[src/ffws_pkg.sv]
// shared types and constants of the first-fit word store
// no dependencies
package ffws_pkg;

    localparam int MAX_WORDS  = 1024;
    localparam int INIT_WORDS = 8;
    localparam int WORD_W     = 32;
    localparam int ADDR_W     = $clog2(MAX_WORDS);
    localparam int CNT_W      = ADDR_W + 1;
    localparam int LEN_W      = 10;

    localparam logic [CNT_W-1:0] CAP_MAX  = CNT_W'(MAX_WORDS);
    localparam logic [CNT_W-1:0] CAP_HALF = CNT_W'(MAX_WORDS / 2);
    localparam logic [CNT_W-1:0] CAP_INIT = CNT_W'(INIT_WORDS);

    typedef enum logic [1:0] {
        KIND_ALLOC  = 2'd0,
        KIND_VALUE  = 2'd1,
        KIND_SHRINK = 2'd2,
        KIND_NONE   = 2'd3
    } t_kind;

    typedef enum logic [1:0] {
        ST_OK      = 2'd0,
        ST_NO_ROOM = 2'd1,
        ST_NO_LIST = 2'd2,
        ST_LOADING = 2'd3
    } t_status;

    typedef enum logic [2:0] {
        S_CLEAR,
        S_IDLE,
        S_ALLOC,
        S_SHRINK,
        S_RESP
    } t_state;

    typedef struct packed {
        t_status            status;
        logic [ADDR_W-1:0]  position;
        logic [CNT_W-1:0]   capacity;
        logic [CNT_W-1:0]   usage;
    } t_result;

    typedef struct packed {
        logic               we;
        logic [ADDR_W-1:0]  waddr;
        logic [WORD_W-1:0]  wdata;
        logic [ADDR_W-1:0]  raddr;
    } t_ram_req;

endpackage

[src/ffws_out.sv]
// output register stage between the controller and the result stream
// depends on ffws_pkg for the t_result struct
module ffws_out import ffws_pkg::*; (
    input  logic    i_clk,
    input  logic    i_rst_n,
    input  logic    i_valid,
    output logic    o_ready,
    input  t_result i_res,
    output logic    o_valid,
    input  logic    i_ready,
    output t_result o_res
);

    logic    r_vld;
    t_result r_data;

    assign o_ready = !r_vld || i_ready;

    always_ff @(posedge i_clk) begin
        if (!i_rst_n) begin
            r_vld <= 1'b0;
        end else if (o_ready) begin
            r_vld <= i_valid;
        end
    end

    always_ff @(posedge i_clk) begin
        if (o_ready && i_valid) begin
            r_data <= i_res;
        end
    end

    assign o_valid = r_vld;
    assign o_res   = r_data;

endmodule

[config.mk]
export PLATFORM = sky130hd
export DESIGN_NAME = ffws_out
export DESIGN_NICKNAME = d
export VERILOG_FILES = /design/src/ffws_pkg.sv /design/src/ffws_out.sv
export SDC_FILE = /design/constraint.sdc
export NUM_CORES = 1
export LEC_CHECK = 0
export ABC_AREA = 1
export BUFFER_PORTS_ARGS = -buffer_cell sky130_fd_sc_hd__buf_2
export CAP_MARGIN = 10
export CORE_ASPECT_RATIO = 1.2
export CORE_MARGIN = 2
export CORE_UTILIZATION = 40
export CTS_BUF_LIST = sky130_fd_sc_hd__clkbuf_8
export DETAILED_ROUTE_END_ITERATION = 10
export GPL_ROUTABILITY_DRIVEN = 0
export PLACE_DENSITY = 0.78
export SYNTH_ARGS = -nofsm -noshare
export SYNTH_HDL_FRONTEND = slang
export SYNTH_SLANG_ARGS = --single-unit
[constraint.sdc]
create_clock -name i_clk -period 3.91 [get_ports i_clk]
set_clock_uncertainty 0.1 [all_clocks]
set_input_delay 0.782 -clock i_clk [delete_from_list [all_inputs] [get_ports i_clk]]
set_output_delay 0.782 -clock i_clk [all_outputs]
set_load 0.01 [all_outputs]
Word-level counts from Yosys, hierarchy flattened
Cells that the tools add are included.
{"block": "word_totals", "in_bits": 38, "reg_bits": 35, "output_inout_bits": 36, "wordCells": 8}
{"block": "classes", "reduce_logical": 3}
{"op": "logical AND 1 bit", "count": 1}
{"op": "zero test 1 bit", "count": 1}
{"op": "logical OR 1 bit", "count": 1}

Depth between registers and ports, before layout
{"block": "logic_depth", "ltp_word": 3, "mapped_depth": 3}

Worst setup path before layout
OpenSTA, ideal clock, no wires.
{"block": "synth_path", "path_kind": "in2reg", "start": "input port i_valid", "end": "register r_data (netlist bit o_res[0]), enable pin", "n_path_buf": 0, "required_ns": 3.373, "t_arrival_ns": 2.511, "path_stages": 2, "setup_ns": 0.437, "slack_ns": 0.862, "path_cell_list": "inv_1 > a21oi_1"}
{"block": "synth_between", "elab_chain_len": 1}
{"item": "start: declaration", "line_no": "ffws_out.sv:6", "text": "input logic i_valid,"}
{"item": "logical AND 1 bit", "line_no": "ffws_out.sv:28", "text": "if (o_ready && i_valid) begin"}
{"item": "end signal: assignment", "line_no": "ffws_out.sv:29", "text": "r_data <= i_res;"}
{"item": "end: declaration", "line_no": "ffws_out.sv:15", "text": "t_result r_data;"}
Every way passes these cells.
A chain may end at the register's enable or synchronous reset.

Worst setup path in the final report
{"block": "layout_path", "start": "input port i_ready", "end": "output port o_ready"}
{"block": "layout_between", "elab_chain_len": 1}
{"item": "start: declaration", "line_no": "ffws_out.sv:10", "text": "input logic i_ready,"}
{"item": "logical OR 1 bit", "line_no": "ffws_out.sv:17", "text": "assign o_ready = !r_vld || i_ready;"}
{"item": "end: declaration", "line_no": "ffws_out.sv:7", "text": "output logic o_ready,"}
Every way passes these cells.

==> flow_metrics.tcl <==
set metrics [dict create \
    ant_nets 0 \
    power_density_mw_per_mm2 469 \
    cp_data_required_time_ps 3030 \
    p_leak_nw 0.696 \
    synth_top_cell_by_area "edfxtp_1" \
    max_stage_delay_ps 140 \
    core_area_sq_mm 0.00255 \
    port_buffers 73 \
    crit_path_max_fanout 2 \
    relSlewSlack_pct 33.9 \
    clk_latency_ps 280 \
    pin_count 74 \
    cts_buffer_depth 2 \
    critPathLaunchType "input pin" \
    tightest_slew_ps 989 \
    yosys_warnings 0 \
    rows 20 \
    num_antenna_cells 0 \
    via_per_inst 4.32 \
    syn2layout_area_growth_pct 46.6 \
    crit_arrival_ps 1160 \
    fin_area_sq_mm 0.00157 \
    dr_total_vias 669 \
    outcome "completed" \
    ir_worst_vdd_mv 0.336 \
    final_nets 159 \
    first_iter_violations 6 \
    grt_first_pass_wirelength_um 2760 \
    die-area_sq_mm 0.00311 \
    routed_wirelength_um 1900 \
    htreeDepth 2 \
    critical_path_buf_inv_count 3 \
    critPathMostFrequentCell "buf_2" \
    antenna_found_initial 0 \
    fin_crit_ps 2040 \
    clockRootBuffer "clkbuf_8" \
    grt_max_degree 35 \
    seq_area_frac_synth_pct 97.1 \
    finalSetupViolations 0 \
    dieHeight_um 60.7 \
    cts_setup_buffers 0 \
    crit_slowest_cell "buf_2" \
    slew_violations 0 \
    ys_ff_latch 35 \
    syn_area_sq_mm 0.00107 \
    rsz0062_at_grt "no" \
    finalHoldViolCount 0 \
    cts.repair.resized 0 \
    post-route-util_pct 61.6 \
    netlist_instances 41 \
    grt_pass1_vias 681 \
    die_x_um 51.3 \
    crit_type "in -> out" \
    synthTopCellsByArea "edfxtp_1 (95%), dfxtp_1 (1.9%), a21oi_2 (0.82%)" \
    cp_cell_sequence "buf_2 > inv_2 > nand2_2 > buf_2" \
    drv_cap 0 \
    hold_class "reg -> reg" \
    filler_cell_count 209 \
    place_area_sq_mm 0.00149 \
    finalCritPeriodShare_pct 52.1 \
    cts-hold-fix-buffers 0 \
    cts_made_buffers 5 \
    cts_tree "built" \
    avgSynthCellArea_sq_um 26.2 \
    dp_hpwl_um 1450 \
    fin_setup_tns_ps 0 \
    layout-drive-gt1-share_pct 68.0 \
    synth_nets 79 \
    critical_path.top_delay_family "buffers and inverters" \
    layout_commonest_cell "buf_2" \
    final_cell_mix "buf_2 (73), edfxtp_1 (34), clkbuf_8 (5)" \
    clk_pin_slew_ps 60 \
    initial_core_util_pct 42.0 \
    grt_usage_pct 13.7 \
    fmax_mhz 491 \
    cts_sinks 35 \
    wl_per_cell_um 12.2 \
    synth.distinct_cells 7 \
    netlist.area_leader.share_pct 95.2 \
    drt_drc_violations_left 0 \
    critPathCaptureType "output pin" \
    grt-ovfl-total 0 \
    drtPass1Iterations 2 \
    total_power_mw 0.737 \
]
==> state kept, by name (all words and copies together) (netlist names) <==
register and count:
o_res 34, o_valid 1
==> stage by stage <==
| step | std cells | setup slack [ps] | hold slack, ps |
|---|---|---|---|
| 2_1_floorplan | 41 | 862 | 445 |
| 3_3_place_gp | 147 | 1760 | 405 |
| 3_5_place_dp | 147 | 1690 | 419 |
| 4_1_cts | 155 | 1870 | 432 |
| 5_1_grt | 155 | 1850 | 457 |
| 6_report | 155 | 1870 | 432 |
==> cells by family after synthesis <==
logic type	Yosys count	share of synthesized area, %
flip-flops	35	97.1
AND/OR/NAND/NOR	1	0.584
buffers and inverters	3	1.05
AO/OA/AOI/OAI	2	1.28
==> cells in the mapped netlist <==
cell type,count
inv_1,2
dfxtp_1,1
inv_2,1
a21oi_2,1
nand2_2,1
a21oi_1,1
edfxtp_1,34
==> path summary, 6_finish.rpt <==
check	depth (start not counted)	startpoint	slack [ps]	endpoint
min	2	o_valid$_SDFFE_PN0P_	430	o_valid$_SDFFE_PN0P_
max reg2reg	1	o_valid$_SDFFE_PN0P_	2280	o_res[28]$_DFFE_PP_
max	4	i_ready	1870	o_ready
min reg2reg	2	o_valid$_SDFFE_PN0P_	430	o_valid$_SDFFE_PN0P_
==> routing by layer <==
metal  track usage (%)  routed length [um]
met3              10.6                 352
met2              21.0                 901
met5                 0                   0
met1              11.1                 590
met4              12.4                  51
==> tightest hold or removal path: stages, from the launching register on <==
cell and delay, ps:
dfxtp_1 350, nand2_2 90, a21oi_2 40
==> cell type report <==
cell class / instances / area, sq um / share of cell area [%]
Sequential cell: 35 / 1040 / 66.2
Timing Repair Buffer: 73 / 365 / 23.2
Clock buffer: 5 / 68.8 / 4.38
Tap cell: 33 / 41.3 / 2.63
Multi-Input combinational cell: 3 / 31.3 / 1.99
Clock inverter: 3 / 12.5 / 0.796
Inverter: 3 / 11.3 / 0.717
==> report_power, final <==
group / total [mW] / internal (mW) / switching [mW]
logic: 0.0610 / 0.0279 / 0.0331
registers: 0.443 / 0.438 / 0.00538
clock network: 0.232 / 0.119 / 0.113
total: 0.737 / 0.585 / 0.151
No activity file was read; power rests on OpenSTA's default activity.
