`config.mk`:
```
export PLATFORM = sky130hd
export DESIGN_NAME = ffws_ctrl
export DESIGN_NICKNAME = d
export VERILOG_FILES = /design/src/ffws_pkg.sv /design/src/ffws_ctrl.sv
export SDC_FILE = /design/constraint.sdc
export NUM_CORES = 1
export LEC_CHECK = 0
export BUFFER_PORTS_ARGS = -buffer_cell sky130_fd_sc_hd__buf_4
export CORE_MARGIN = 3
export CORE_UTILIZATION = 40
export CTS_BUF_LIST = sky130_fd_sc_hd__clkbuf_4 sky130_fd_sc_hd__clkbuf_8 sky130_fd_sc_hd__clkbuf_16
export DETAILED_ROUTE_END_ITERATION = 10
export HOLD_SLACK_MARGIN = 0.03
export PLACE_DENSITY = 0.64
export RECOVER_POWER = 100
export REMOVE_ABC_BUFFERS = 1
export SYNTH_ARGS = -nofsm -noshare
export SYNTH_HDL_FRONTEND = slang
export SYNTH_SLANG_ARGS = --single-unit
```
`constraint.sdc`:
```
create_clock -name i_clk -period 6 [get_ports i_clk]
set_input_delay 0.6 -clock i_clk [delete_from_list [all_inputs] [get_ports i_clk]]
set_output_delay 0.6 -clock i_clk [all_outputs]
set_load 0.005 [all_outputs]
```
`src/ffws_pkg.sv`:
```
// shared types and constants of the first-fit word store
// no dependencies
package ffws_pkg;

    localparam int MAX_WORDS  = 1024;
    localparam int INIT_WORDS = 8;
    localparam int WORD_W     = 32;
    localparam int ADDR_W     = $clog2(MAX_WORDS);
    localparam int CNT_W      = ADDR_W + 1;
    localparam int LEN_W      = 10;

    localparam logic [CNT_W-1:0] CAP_MAX  = CNT_W'(MAX_WORDS);
    localparam logic [CNT_W-1:0] CAP_HALF = CNT_W'(MAX_WORDS / 2);
    localparam logic [CNT_W-1:0] CAP_INIT = CNT_W'(INIT_WORDS);

    typedef enum logic [1:0] {
        KIND_ALLOC  = 2'd0,
        KIND_VALUE  = 2'd1,
        KIND_SHRINK = 2'd2,
        KIND_NONE   = 2'd3
    } t_kind;

    typedef enum logic [1:0] {
        ST_OK      = 2'd0,
        ST_NO_ROOM = 2'd1,
        ST_NO_LIST = 2'd2,
        ST_LOADING = 2'd3
    } t_status;

    typedef enum logic [2:0] {
        S_CLEAR,
        S_IDLE,
        S_ALLOC,
        S_SHRINK,
        S_RESP
    } t_state;

    typedef struct packed {
        t_status            status;
        logic [ADDR_W-1:0]  position;
        logic [CNT_W-1:0]   capacity;
        logic [CNT_W-1:0]   usage;
    } t_result;

    typedef struct packed {
        logic               we;
        logic [ADDR_W-1:0]  waddr;
        logic [WORD_W-1:0]  wdata;
        logic [ADDR_W-1:0]  raddr;
    } t_ram_req;

endpackage

```
`src/ffws_ctrl.sv`:
```
// control of the word store: clearing pass, first-fit scan, shrink scan, value writes
// depends on ffws_pkg; drives the word ram through a t_ram_req struct
module ffws_ctrl import ffws_pkg::*; (
    input  logic              i_clk,
    input  logic              i_rst_n,
    input  logic              i_in_valid,
    output logic              o_in_ready,
    input  t_kind             i_kind,
    input  logic [LEN_W-1:0]  i_len,
    input  logic [WORD_W-1:0] i_value,
    output logic              o_res_valid,
    input  logic              i_res_ready,
    output t_result           o_res,
    output t_ram_req          o_ram,
    input  logic [WORD_W-1:0] i_rdata
);

    t_state             r_state, n_state;
    logic [CNT_W-1:0]   r_addr, n_addr;
    logic               r_pvld, n_pvld;
    logic [ADDR_W-1:0]  r_pidx, n_pidx;
    logic [CNT_W-1:0]   r_run, n_run;
    logic [CNT_W-1:0]   r_need, n_need;
    logic [LEN_W-1:0]   r_len, n_len;
    logic [CNT_W-1:0]   r_cap, n_cap;
    logic [CNT_W-1:0]   r_usage, n_usage;
    logic [ADDR_W-1:0]  r_fill, n_fill;
    logic [LEN_W-1:0]   r_remain, n_remain;
    t_result            r_res, n_res;

    logic               zero_word;
    logic               last_word;
    logic [CNT_W-1:0]   run_inc;
    logic [CNT_W-1:0]   start;
    logic [CNT_W:0]     usage_sum;
    logic [CNT_W-1:0]   usage_new;
    logic [CNT_W-1:0]   cap_shrunk;

    always_ff @(posedge i_clk) begin
        if (!i_rst_n) begin
            r_state  <= S_CLEAR;
            r_addr   <= '0;
            r_pvld   <= 1'b0;
            r_cap    <= CAP_INIT;
            r_usage  <= '0;
            r_fill   <= '0;
            r_remain <= '0;
        end else begin
            r_state  <= n_state;
            r_addr   <= n_addr;
            r_pvld   <= n_pvld;
            r_cap    <= n_cap;
            r_usage  <= n_usage;
            r_fill   <= n_fill;
            r_remain <= n_remain;
        end
    end

    always_ff @(posedge i_clk) begin
        r_pidx <= n_pidx;
        r_run  <= n_run;
        r_need <= n_need;
        r_len  <= n_len;
        r_res  <= n_res;
    end

    always_comb begin
        n_state     = r_state;
        n_addr      = r_addr;
        n_pvld      = 1'b0;
        n_pidx      = r_pidx;
        n_run       = r_run;
        n_need      = r_need;
        n_len       = r_len;
        n_cap       = r_cap;
        n_usage     = r_usage;
        n_fill      = r_fill;
        n_remain    = r_remain;
        n_res       = r_res;
        o_in_ready  = 1'b0;
        o_res_valid = 1'b0;
        o_ram       = '0;
        o_ram.raddr = r_addr[ADDR_W-1:0];

        zero_word  = (i_rdata == '0);
        last_word  = ({1'b0, r_pidx} == (r_cap - CNT_W'(1)));
        run_inc    = zero_word ? (r_run + CNT_W'(1)) : '0;
        start      = {1'b0, r_pidx} + CNT_W'(1) - r_need;
        usage_sum  = {1'b0, r_usage} + {1'b0, r_need};
        usage_new  = (usage_sum > {1'b0, CAP_MAX}) ? CAP_MAX : usage_sum[CNT_W-1:0];
        cap_shrunk = ((r_cap >> 1) >= CAP_INIT) ? (r_cap >> 1) : r_cap;

        case (r_state)
            S_CLEAR: begin
                o_ram.we    = 1'b1;
                o_ram.waddr = r_addr[ADDR_W-1:0];
                n_addr      = r_addr + CNT_W'(1);
                if (r_addr == CAP_MAX - CNT_W'(1)) begin
                    n_addr  = '0;
                    n_state = S_IDLE;
                end
            end

            S_IDLE: begin
                o_in_ready = 1'b1;
                if (i_in_valid) begin
                    n_res.status   = ST_OK;
                    n_res.position = '0;
                    n_res.capacity = r_cap;
                    n_res.usage    = r_usage;
                    n_state        = S_RESP;
                    case (i_kind)
                        KIND_ALLOC: begin
                            if (r_remain != '0) begin
                                n_res.status   = ST_LOADING;
                                n_res.position = r_fill;
                            end else begin
                                n_need  = {1'b0, i_len} + CNT_W'(1);
                                n_len   = i_len;
                                n_addr  = '0;
                                n_run   = '0;
                                n_state = S_ALLOC;
                            end
                        end
                        KIND_VALUE: begin
                            if (r_remain == '0) begin
                                n_res.status = ST_NO_LIST;
                            end else begin
                                o_ram.we       = 1'b1;
                                o_ram.waddr    = r_fill;
                                o_ram.wdata    = i_value;
                                n_res.position = r_fill;
                                n_fill         = r_fill + ADDR_W'(1);
                                n_remain       = r_remain - LEN_W'(1);
                            end
                        end
                        KIND_SHRINK: begin
                            if (r_remain != '0) begin
                                n_res.status = ST_LOADING;
                            end else begin
                                n_addr  = r_cap >> 2;
                                n_state = S_SHRINK;
                            end
                        end
                        default: begin
                        end
                    endcase
                end
            end

            S_ALLOC: begin
                if (r_addr < r_cap) begin
                    n_pvld = 1'b1;
                    n_pidx = r_addr[ADDR_W-1:0];
                    n_addr = r_addr + CNT_W'(1);
                end
                if (r_pvld) begin
                    n_run = run_inc;
                    if (zero_word && (run_inc == r_need)) begin
                        o_ram.we       = 1'b1;
                        o_ram.waddr    = start[ADDR_W-1:0];
                        o_ram.wdata    = WORD_W'(r_len);
                        n_usage        = usage_new;
                        n_fill         = start[ADDR_W-1:0] + ADDR_W'(1);
                        n_remain       = r_len;
                        n_res.status   = ST_OK;
                        n_res.position = start[ADDR_W-1:0];
                        n_res.capacity = r_cap;
                        n_res.usage    = usage_new;
                        n_pvld         = 1'b0;
                        n_state        = S_RESP;
                    end else if (last_word) begin
                        // grown words are known zero, the scan just runs on
                        if (r_cap <= CAP_HALF) begin
                            n_cap = r_cap << 1;
                        end else begin
                            n_res.status   = ST_NO_ROOM;
                            n_res.position = '0;
                            n_res.capacity = r_cap;
                            n_res.usage    = r_usage;
                            n_pvld         = 1'b0;
                            n_state        = S_RESP;
                        end
                    end
                end
            end

            S_SHRINK: begin
                if (r_addr < r_cap) begin
                    n_pvld = 1'b1;
                    n_pidx = r_addr[ADDR_W-1:0];
                    n_addr = r_addr + CNT_W'(1);
                end
                if (r_pvld) begin
                    if (!zero_word) begin
                        n_pvld  = 1'b0;
                        n_state = S_RESP;
                    end else if (last_word) begin
                        n_cap          = cap_shrunk;
                        n_res.capacity = cap_shrunk;
                        n_pvld         = 1'b0;
                        n_state        = S_RESP;
                    end
                end
            end

            S_RESP: begin
                o_res_valid = 1'b1;
                if (i_res_ready) begin
                    n_state = S_IDLE;
                end
            end

            default: begin
                n_state = S_CLEAR;
                n_addr  = '0;
            end
        endcase
    end

    assign o_res = r_res;

endmodule

```
# After elaboration in Yosys (flattened, before gate mapping)
# Cells that the tools add are included.
# word_totals
ff_bits,133
latchBits,0
mem_bits_rw,0
mem_bits_ro,0
in_bits,80
output_inout_bits,89
word_cells,162
mem_count,0
# op_classes
add_sub_neg,10
multipliers,0
div_mod_pow,0
n_lt_le_gt_ge,4
n_eq_ne,31
shift,0
n_mux,80
bitwise,2
reduce_logical,20
# op_table
op,count
$mux W43,5
$mux W11,18
$mux W34,5
$mux W10,11
$pmux W11 S2,4
$pmux W11 S3,2
$pmux W32 S2,1
$pmux W10 S2,3
$pmux W11 S4,1
$mux W3,12
$logic_not A32 Y1,1
$add A10 B1 Y10 const B,3
$ne A2 B2 Y1 const B,13
$pmux W12 S2,1
$reduce_and A8 Y1,3
$add A11 B1 Y11 const B,2
$ne A3 B3 Y1 const B,5
$pmux W3 S5,1
$add A11 B11 Y12,1
$gt A12 B11 Y1 const B,1
$mux W12,1
$reduce_and A6 Y1,2
$add A10 B1 Y11 const B,1
$eq A10 B11 Y1,1
other kinds (33),49

# Logic depth before layout (Yosys ltp)
# Gate-level depths: netlist of run 1.
# depth
ltp_word,7
depth_mapped,15
ltp_nobuf,15

# Worst setup path before layout of run 1
# Ideal clock, no wire load.
# synth_path
path_kind,input-to-reg
from,input i_rdata[16]
to,"register r_res, in the netlist o_res[11], enable pin"
setup_ns,0.412
t_arrival_ns,3.750
required_time_ns,5.588
setup_slack_ns,1.838
cell_stages,8
n_path_buf,1
cell_sequence,nor4_1 nand4_1 nor2_1 o2111ai_1 or4b_1 buf_2 o211a_2 nor4b_1
# synth_between
elab_chain_len,6
word_cells_on_any_way,8
classes_between,eq/ne: 4; mux: 1; reduce/logical: 3
# synth_rtl
item,line_no,rtl
from (decl),ffws_ctrl.sv:15,input logic [WORD_W-1:0] i_rdata
$logic_not A32 Y1 *,ffws_ctrl.sv:85,zero_word = (i_rdata == '0);
$mux W11,ffws_ctrl.sv:87,run_inc = zero_word ? (r_run + CNT_W'(1)) : '0;
$eq A11 B11 Y1,ffws_ctrl.sv:159,if (zero_word && (run_inc == r_need)) begin
$logic_and A1 B1 Y1,ffws_ctrl.sv:159,
$ne A3 B3 Y1 (no line),n/a,
$reduce_and A8 Y1 (no line) *,n/a,
to (signal assigned),ffws_ctrl.sv:64,r_res <= n_res;
to (decl),ffws_ctrl.sv:29,"t_result r_res, n_res;"
# Every way passes the cells marked *; elsewhere a longest branch is shown, timed or not.
# A chain may end at the register's enable or synchronous reset.

==> summary.txt, run 1 <==
Timing
  – Unrepaired setup endpoints after global routing: false
  – Hold Vio Cnt, Final: 0
  – Fin crit period: 5.02 ns
  – Achievable Freq: ~200 MHz
  – Pins Over Slew Limit: 44
  – Worst clock skew: around 0.014 ns
  – Slew @ Worst Pin: between 1.5 and 2 ns
  – Period utilization: 0.836
  – Relative slew margins: -0.334
  – Setup TNS Final: 0 ns
  – Finish-stage setup viols: 0

Cells and area
  – Ant diodes: 0
  – Fin nets: 1,293
  – Layout cell share with drive strength beyond 1: 0.173
  – Post-route core utilization: 0.496
  – Non-filler instance count after layout: about 1,500
  – Area delta synth->final: 21.4%

Pwr
  – Tot Pwr: roughly 2.5 mW
  – Max rail drop VDD: 0.167 mV
  – Sw frac: 0.281
  – Clk pwr share: 0.410
  – Logic pwr share: 0.160
  – Internal: between 1.5 and 2 mW
  – Lkg Pwr: about 4.2 nW
  – Net Sw Power: between 0.7 and 0.8 mW
  – Reg power frac: 0.430
  – Pwr dens: between 200 and 250 mW/mm2

GRT
  – Largest net degree at the start of global routing: 51
  – Vias in the first global route: 7,622
  – Gr ovfl total: 0
  – Gr usage total: 0.217
  – Initial antenna violation count: 0
  – First-pass GRT wire length: 41.3 mm

Routing
  – Via-to-Cell Ratio: 5.75
  – Iteration-0 DRC count of the detailed router: 672
  – DR pass1 iterations: 6
  – WL/cell: about 19 um
  – Final ANT Viol Nets: 0
  – Final WL: ~27 mm
  – Total number of vias: approximately 8,400
  – Drt drc: 0

CTS
  – Clk slew on worst S/H paths: around 0.060 ns
  – Max Buffers Root-to-Sink: 2
  – CTS tree: done
  – Clk sink count: roughly 130
  – Cts hold-fix bufs: 0
  – Number of CTS-inserted buffers: 17
  – Postcts setup bufs: 0
  – Skew-Pair Late Insertion Delay: approximately 0.44 ns
  – Post-CTS sizing: 0
  – Root Driver: clkbuf_16
  – CTS H-tree lvls: 4

Synth
  – Count of cell types in the netlist: 72
  – Top FF cell, synth: edfxtp_1
  – Register area share after synthesis: 0.381
  – Ys Warns: 0
  – Synth Cell Area: around 0.009 mm2
  – Synth Register Bits: 133
  – Async SR Flop Fraction: 0
  – Post-synthesis cell count: ~1,000
  – Post-synth EDFFs: 76
  – Synth Area per Inst: slightly below 9 um2

Floorplanning
  – Total core area: 0.0220 mm2
  – Full die area: about 0.024 mm2
  – Die height: about 160 um
  – Row count: 54
  – Starting Density: 0.409
  – Top-level I/O count: roughly 170
  – Die X: roughly 160 um

Min path
  – Worst hold path type: input pin to flip-flop

Outcome
  – Violated checks: capacitance limit, slew limit
  – Status: finished, violations left

Run
  – Max Cap Violations: 2

Critical path
  – Worst path arrival time: about 4.4 ns
  – CP Cell Sequence: nand2_1 -> nor2_1 -> nand2_1 -> nor3b_1 -> buf_4 -> a22oi_1 -> o21ai_0 -> clkbuf_4
  – Max FO, Critical Path: 24
  – CP max stage cell: nor3b_1
  – Slowest cell delay on critical path: around 1.6 ns
  – Crit path required time: about 5.4 ns
  – Worst Setup Path Type: flip-flop to output pin
  – CP delay by family, top: simple AND/OR/NAND/NOR gates
  – Worst setup EP type: output pin
  – Startpoint types: flip-flop
  – Most common cell on crit path: nand2_1
  – CP Buf/Inv Count: 2

Placement
  – Placed cell count: around 1,400
  – HPWL after DPL: between 15 and 20 mm
  – Number of port buffers: roughly 170
  – Routability cong.: 0.901
-- state kept, by name, summed over array words and instances, names as in the netlist, 10 cells and up --
register / count
o_res: 34
r_addr: 11
r_cap: 11
r_need: 11
r_run: 11
r_usage: 11
r_fill: 10
r_len: 10
r_pidx: 10
r_remain: 10
-- through the flow --
stage | instance area, um2 | hold slack, ns | worst slack, ns
CTS | 11000 | 0.358 | 1.36
global placement | 10500 | 0.457 | 1.58
detailed placement | 10500 | 0.462 | 1.52
global route | 10900 | 0.437 | 0.433
finish | 10900 | 0.429 | 0.983
floorplan | 8710 | 0.441 | 0.700
-- layout by cell type (no fill, tap or decap), types with 8 or more instances in the layout --
master | synthesis | layout
xnor2_1 | 29 | 29
clkbuf_16 | 0 | 18
ha_1 | 44 | 44
mux2i_1 | 9 | 9
buf_4 | 11 | 107
nand3_1 | 48 | 48
xor2_1 | 19 | 19
and2_0 | 0 | 25
nand2_1 | 122 | 122
or4_1 | 8 | 8
or3_1 | 14 | 14
nor3b_1 | 9 | 9
a211oi_1 | 12 | 12
nor2_1 | 64 | 64
nor3_1 | 30 | 29
o31ai_1 | 29 | 29
inv_1 | 53 | 53
a22o_1 | 9 | 9
clkbuf_4 | 0 | 49
clkbuf_1 | 38 | 27
dfxtp_1 | 57 | 57
nand4_1 | 9 | 9
and3_1 | 12 | 12
a21oi_1 | 46 | 46
nor4_1 | 13 | 13
o211ai_1 | 12 | 12
nand2b_1 | 9 | 9
o21ai_0 | 68 | 68
edfxtp_1 | 76 | 76
a22oi_1 | 16 | 16
o21a_1 | 11 | 11
-- path summary, 6_finish.rpt --
check	start	end	slack (ns)	cells after the start
hold reg to reg	r_remain[1]	r_remain[1]	0.47	2
hold / removal	i_len[9]	r_len[9]	0.43	1
setup reg to reg	r_run[0]	o_res[24]	1.01	9
setup / recovery	r_state[0]	o_ram[43]	0.98	8
-- routing by layer --
| layer | global-route usage | wire length [um] | vias up | part of all wire |
|---|---|---|---|---|
| met5 | 0 | 0 | - | 0 |
| met4 | 0.0812 | 776 | 0 | 0.029 |
| met3 | 0.0399 | 2020 | 47 | 0.074 |
| met2 | 0.339 | 12100 | 341 | 0.45 |
| met1 | 0.300 | 12300 | 3932 | 0.45 |
| li1 | - | - | 4076 | - |
-- power by group through the flow --
stage	Combinational, mW	Clock, mW	Sequential (mW)
6_report	0.407	1.04	1.09
5_1_grt	0.451	1.10	1.10
4_1_cts	0.426	1.06	1.09
3_5_place_dp	0.423	0	1.11
3_3_place_gp	0.418	0	1.11
2_1_floorplan	0.220	0	1.08
-- cell usage after synthesis (9+ instances only) --
master / count / area, um2
a211oi_1: 12 / 90.1
a21oi_1: 46 / 230
a22o_1: 9 / 78.8
a22oi_1: 16 / 120
and2_1: 31 / 194
and3_1: 12 / 75.1
buf_4: 11 / 82.6
clkbuf_1: 38 / 143
dfxtp_1: 57 / 1140
edfxtp_1: 76 / 2280
ha_1: 44 / 551
inv_1: 53 / 199
mux2i_1: 9 / 90.1
nand2_1: 122 / 458
nand2b_1: 9 / 56.3
nand3_1: 48 / 240
nand4_1: 9 / 56.3
nor2_1: 64 / 240
nor3_1: 30 / 150
nor3b_1: 9 / 67.6
nor4_1: 13 / 81.3
o211ai_1: 12 / 90.1
o21a_1: 11 / 82.6
o21ai_0: 68 / 340
o31ai_1: 29 / 218
or3_1: 14 / 87.6
xnor2_1: 29 / 254
xor2_1: 19 / 166
-- kinds of logic (layout without fill, tap and decap cells) --
group	after synthesis	count (layout)	share of synthesized area
AO/OA/AOI/OAI	265	265	0.202
XOR/XNOR	52	52	0.0569
adder cells (fa/ha/maj)	46	46	0.0658
buffers and inverters	111	267	0.0516
flip-flops	133	133	0.381
multiplexers	9	9	0.0100
AND/OR/NAND/NOR	408	408	0.232
-- final cells by class --
class	count	area (um2)
fill	2113	11100
multi-input combinational	780	5070
sequential	133	3420
timing repair buffer	182	1260
clock buffer	20	472
tap	280	350
inverter	53	199
clock inverter	12	119
Power figures use the tool's default switching activity.
==> run 2, diff against run 1 <==
--- a/config.mk
+++ b/config.mk
@@ -5,6 +5,7 @@
 export SDC_FILE = /design/constraint.sdc
 export NUM_CORES = 1
 export LEC_CHECK = 0
+export ABC_AREA = 1
 export BUFFER_PORTS_ARGS = -buffer_cell sky130_fd_sc_hd__buf_4
 export CORE_MARGIN = 3
 export CORE_UTILIZATION = 40
==> constraint.sdc (replaced) <==
create_clock -name i_clk -period 5.1 [get_ports i_clk]
set_input_delay 0.51 -clock i_clk [delete_from_list [all_inputs] [get_ports i_clk]]
set_output_delay 0.51 -clock i_clk [all_outputs]
set_load 0.005 [all_outputs]
==> summary.txt, run 2 <==
Timing
  – Hold Vio Cnt, Final: 0 (unchanged)
  – Achievable Freq: around 230 MHz
  – Finish-stage setup viols: 0 (unchanged)
  – Worst clock skew: 0.0155 ns (+0.00193 ns)
  – Slew @ Worst Pin: 1.89 ns (-0.105 ns)
  – Period utilization: 0.845
  – Fin crit period: around 4.3 ns
  – Pins Over Slew Limit: 41 (-6.8%)
  – Unrepaired setup endpoints after global routing: false
  – Setup TNS Final: 0 ns (unchanged)
  – Relative slew margins: -0.261 (+0.0729)
  – Final setup margin: 0.789 ns (-0.194 ns)

Floorplanning
  – Full die area: 0.0252 mm2 (+3.8%)
  – Die height: 159 um (+1.9%)
  – Total core area: 0.0228 mm2 (+3.7%)
  – Top-level I/O count: 169 (unchanged)
  – Starting Density: 0.410 (+0.000728)
  – Die X: 159 um (+1.9%)
  – Row count: 55 (+1.9%)

GRT
  – Initial antenna violation count: 0 (unchanged)
  – First-pass GRT wire length: 43.2 mm (+4.5%)
  – Vias in the first global route: 8,439 (+11%)
  – Gr ovfl total: 0 (unchanged)
  – Largest net degree at the start of global routing: 41 (-20%)
  – Gr usage total: 0.210 (-0.00669)

Synth
  – Top FF cell, synth: edfxtp_1
  – Cell with the most instances after synthesis: nand2_1
  – Post-synth top area share: 0.245 (-0.00958)
  – Post-synthesis cell count: 1,300 (+27%)
  – Synth Cell Area: 0.00933 mm2 (+3.9%)
  – Count of cell types in the netlist: 52 (-28%)
  – Synth Register Bits: 133 (unchanged)
  – Synth top area cells: edfxtp_1 24%, nand2_1 13%, dfxtp_1 12%
  – Async SR Flop Fraction: 0 (unchanged)
  – Synth Area per Inst: 7.18 um2 (-18%)
  – Synth cell count leaders: 312 x nand2_1, 176 x nor2_1, 160 x inv_1, 78 x o21ai_0, 76 x edfxtp_1
  – Yosys top cell by area: edfxtp_1
  – Register area share after synthesis: 0.367 (-0.0144)
  – Ys Warns: 0 (unchanged)
  – Post-synth EDFFs: 76 (unchanged)

Placement
  – Routability cong.: 0.902 (about the same)
  – Setup WS pre-CTS: 1.31 ns (-0.207 ns)
  – Number of port buffers: 168 (unchanged)
  – HPWL after DPL: 20.6 mm (+3.3%)

Cells and area
  – Area delta synth->final: 20.1%
  – Ant diodes: 0 (unchanged)
  – Fin nets: 1,578 (+22%)
  – Most common cell after layout, fill and taps aside: nand2_1
  – Number of flip-flops in the largest register: 34 (unchanged)
  – Most frequent cells in the layout: 314 x nand2_1, 178 x nor2_1, 161 x inv_1
  – Post-route core utilization: 0.492 (-0.00451)
  – Layout cell share with drive strength beyond 1: 0.142 (-0.0309)

Pwr
  – Max rail drop VDD: 0.196 mV (+17%)
  – Lkg Pwr: 5.01 nW (+19%)
  – Pwr dens: 431 mW/mm2 (+85%)

Critical path
  – Crit path required time: 4.59 ns (-0.81 ns)
  – Startpoint types: flip-flop
  – Worst setup startpoint: r_state[2]
  – Worst path arrival time: 3.80 ns (-0.62 ns)
  – Max FO, Critical Path: 40 (+67%)
  – RR Startpoint: r_state[2]
  – Worst setup EP type: output pin
  – Flop-to-flop setup slack: 0.93 ns (-0.08 ns)
  – Worst Setup Path Type: flip-flop to output pin

Outcome
  – Status: finished, violations left
  – Violated checks: capacitance limit, slew limit

Routing
  – DR pass1 iterations: 7 (+1)
  – Via-to-Cell Ratio: 5.11 (-11%)
  – Total number of vias: 9,085 (+8.2%)
  – Drt drc: 0 (unchanged)
  – Final ANT Viol Nets: 0 (unchanged)
  – WL/cell: 15.4 um (-17%)
  – Iteration-0 DRC count of the detailed router: 751 (+12%)
  – Final WL: 27.4 mm (+0.89%)

CTS
  – Root Driver: clkbuf_16
  – CTS H-tree lvls: 4 (unchanged)
  – Cts hold-fix bufs: 0 (unchanged)
  – Clk sink count: 133 (unchanged)
  – Max Buffers Root-to-Sink: 2 (unchanged)
  – Clk slew on worst S/H paths: 0.06 ns (about the same)
  – Number of CTS-inserted buffers: 17 (unchanged)
  – Postcts setup bufs: 0 (unchanged)
  – Skew-Pair Late Insertion Delay: 0.43 ns (about the same)
  – Post-CTS sizing: 0 (unchanged)
  – CTS tree: done

Min path
  – Worst hold path type: input pin to flip-flop
  – Hold Crit Start: i_len[9]

Run
  – Max Cap Violations: 1 (-1)
run 2: cell types whose count changed after synthesis, sizes merged, moves of 13 or more:
cell	previous run	this run
o21ai	68	90
a22oi	16	1
nand3	49	79
clkbuf	38	16
nor2	64	182
and2	31	0
o31ai	29	3
or3	14	0
nor4	13	0
inv	53	165
nand2	122	322
a21oi	46	69
nand4	10	26
run 2: critical path: stages, from the launching register on:
cell and delay, ns:
dfxtp_1 0.40, nor2_1 0.09, nand2_1 0.06, clkbuf_1 1.36, inv_1 0.16, buf_4 0.34
nand2_1 0.23, nand2_1 0.12, inv_2 0.23, nand2_1 0.13, o21ai_0 0.10, clkbuf_1 0.14
run 2: report_power, final:
| part | switching (mW) | internal (mW) | leakage [nW] |
|---|---|---|---|
| Combinational | 1.28 | 0.695 | 3.55 |
| Clock | 0.500 | 0.728 | 0.284 |
| Sequential | 0.188 | 1.44 | 1.17 |
| Total | 1.97 | 2.86 | 5.01 |
run 2: path summary, 6_finish.rpt:
| check | end | cells after the start |
|---|---|---|
| min reg2reg | r_fill[1] | 2 |
| max | o_ram[42] | 11 |
| max reg2reg | o_res[2] | 8 |
| min | r_len[9] | 1 |
run 2: per-layer routing:
layer | vias up | GRT usage | part of all wire
li1 | 4582 | - | -
met1 | 4079 | 0.280 | 0.45
met2 | 374 | 0.342 | 0.46
met3 | 50 | 0.0397 | 0.069
met4 | 0 | 0.0732 | 0.026
met5 | - | 0 | 0
run 2: cell type report:
cell class | instances | area [um2]
fillers | 2317 | 11600
multi-input cells | 952 | 4930
flip-flops and latches | 133 | 3420
repair buffers | 177 | 1230
inverters | 171 | 643
clock buffers | 18 | 433
well taps | 313 | 392
clock inverters | 14 | 151
run 2: cell families after synthesis:
logic type / count (synthesis) / synth area share
XOR/XNOR: 46 / 0.0432
AO/OA/AOI/OAI: 209 / 0.127
adder cells (fa/ha/maj): 46 / 0.0633
AND/OR/NAND/NOR: 651 / 0.301
buffers and inverters: 215 / 0.0985
flip-flops: 133 / 0.367
run 2: through the flow:
step	cell area, um2	hold WS, ns	power [mW]	std cells
3_3_place_gp	10800	0.459	3.65	1746
5_1_grt	11200	0.356	5.15	1778
6_report	11200	0.348	4.83	1778
3_5_place_dp	10800	0.459	3.67	1746
4_1_cts	11400	0.282	4.90	1778
2_1_floorplan	9050	0.444	2.85	1256
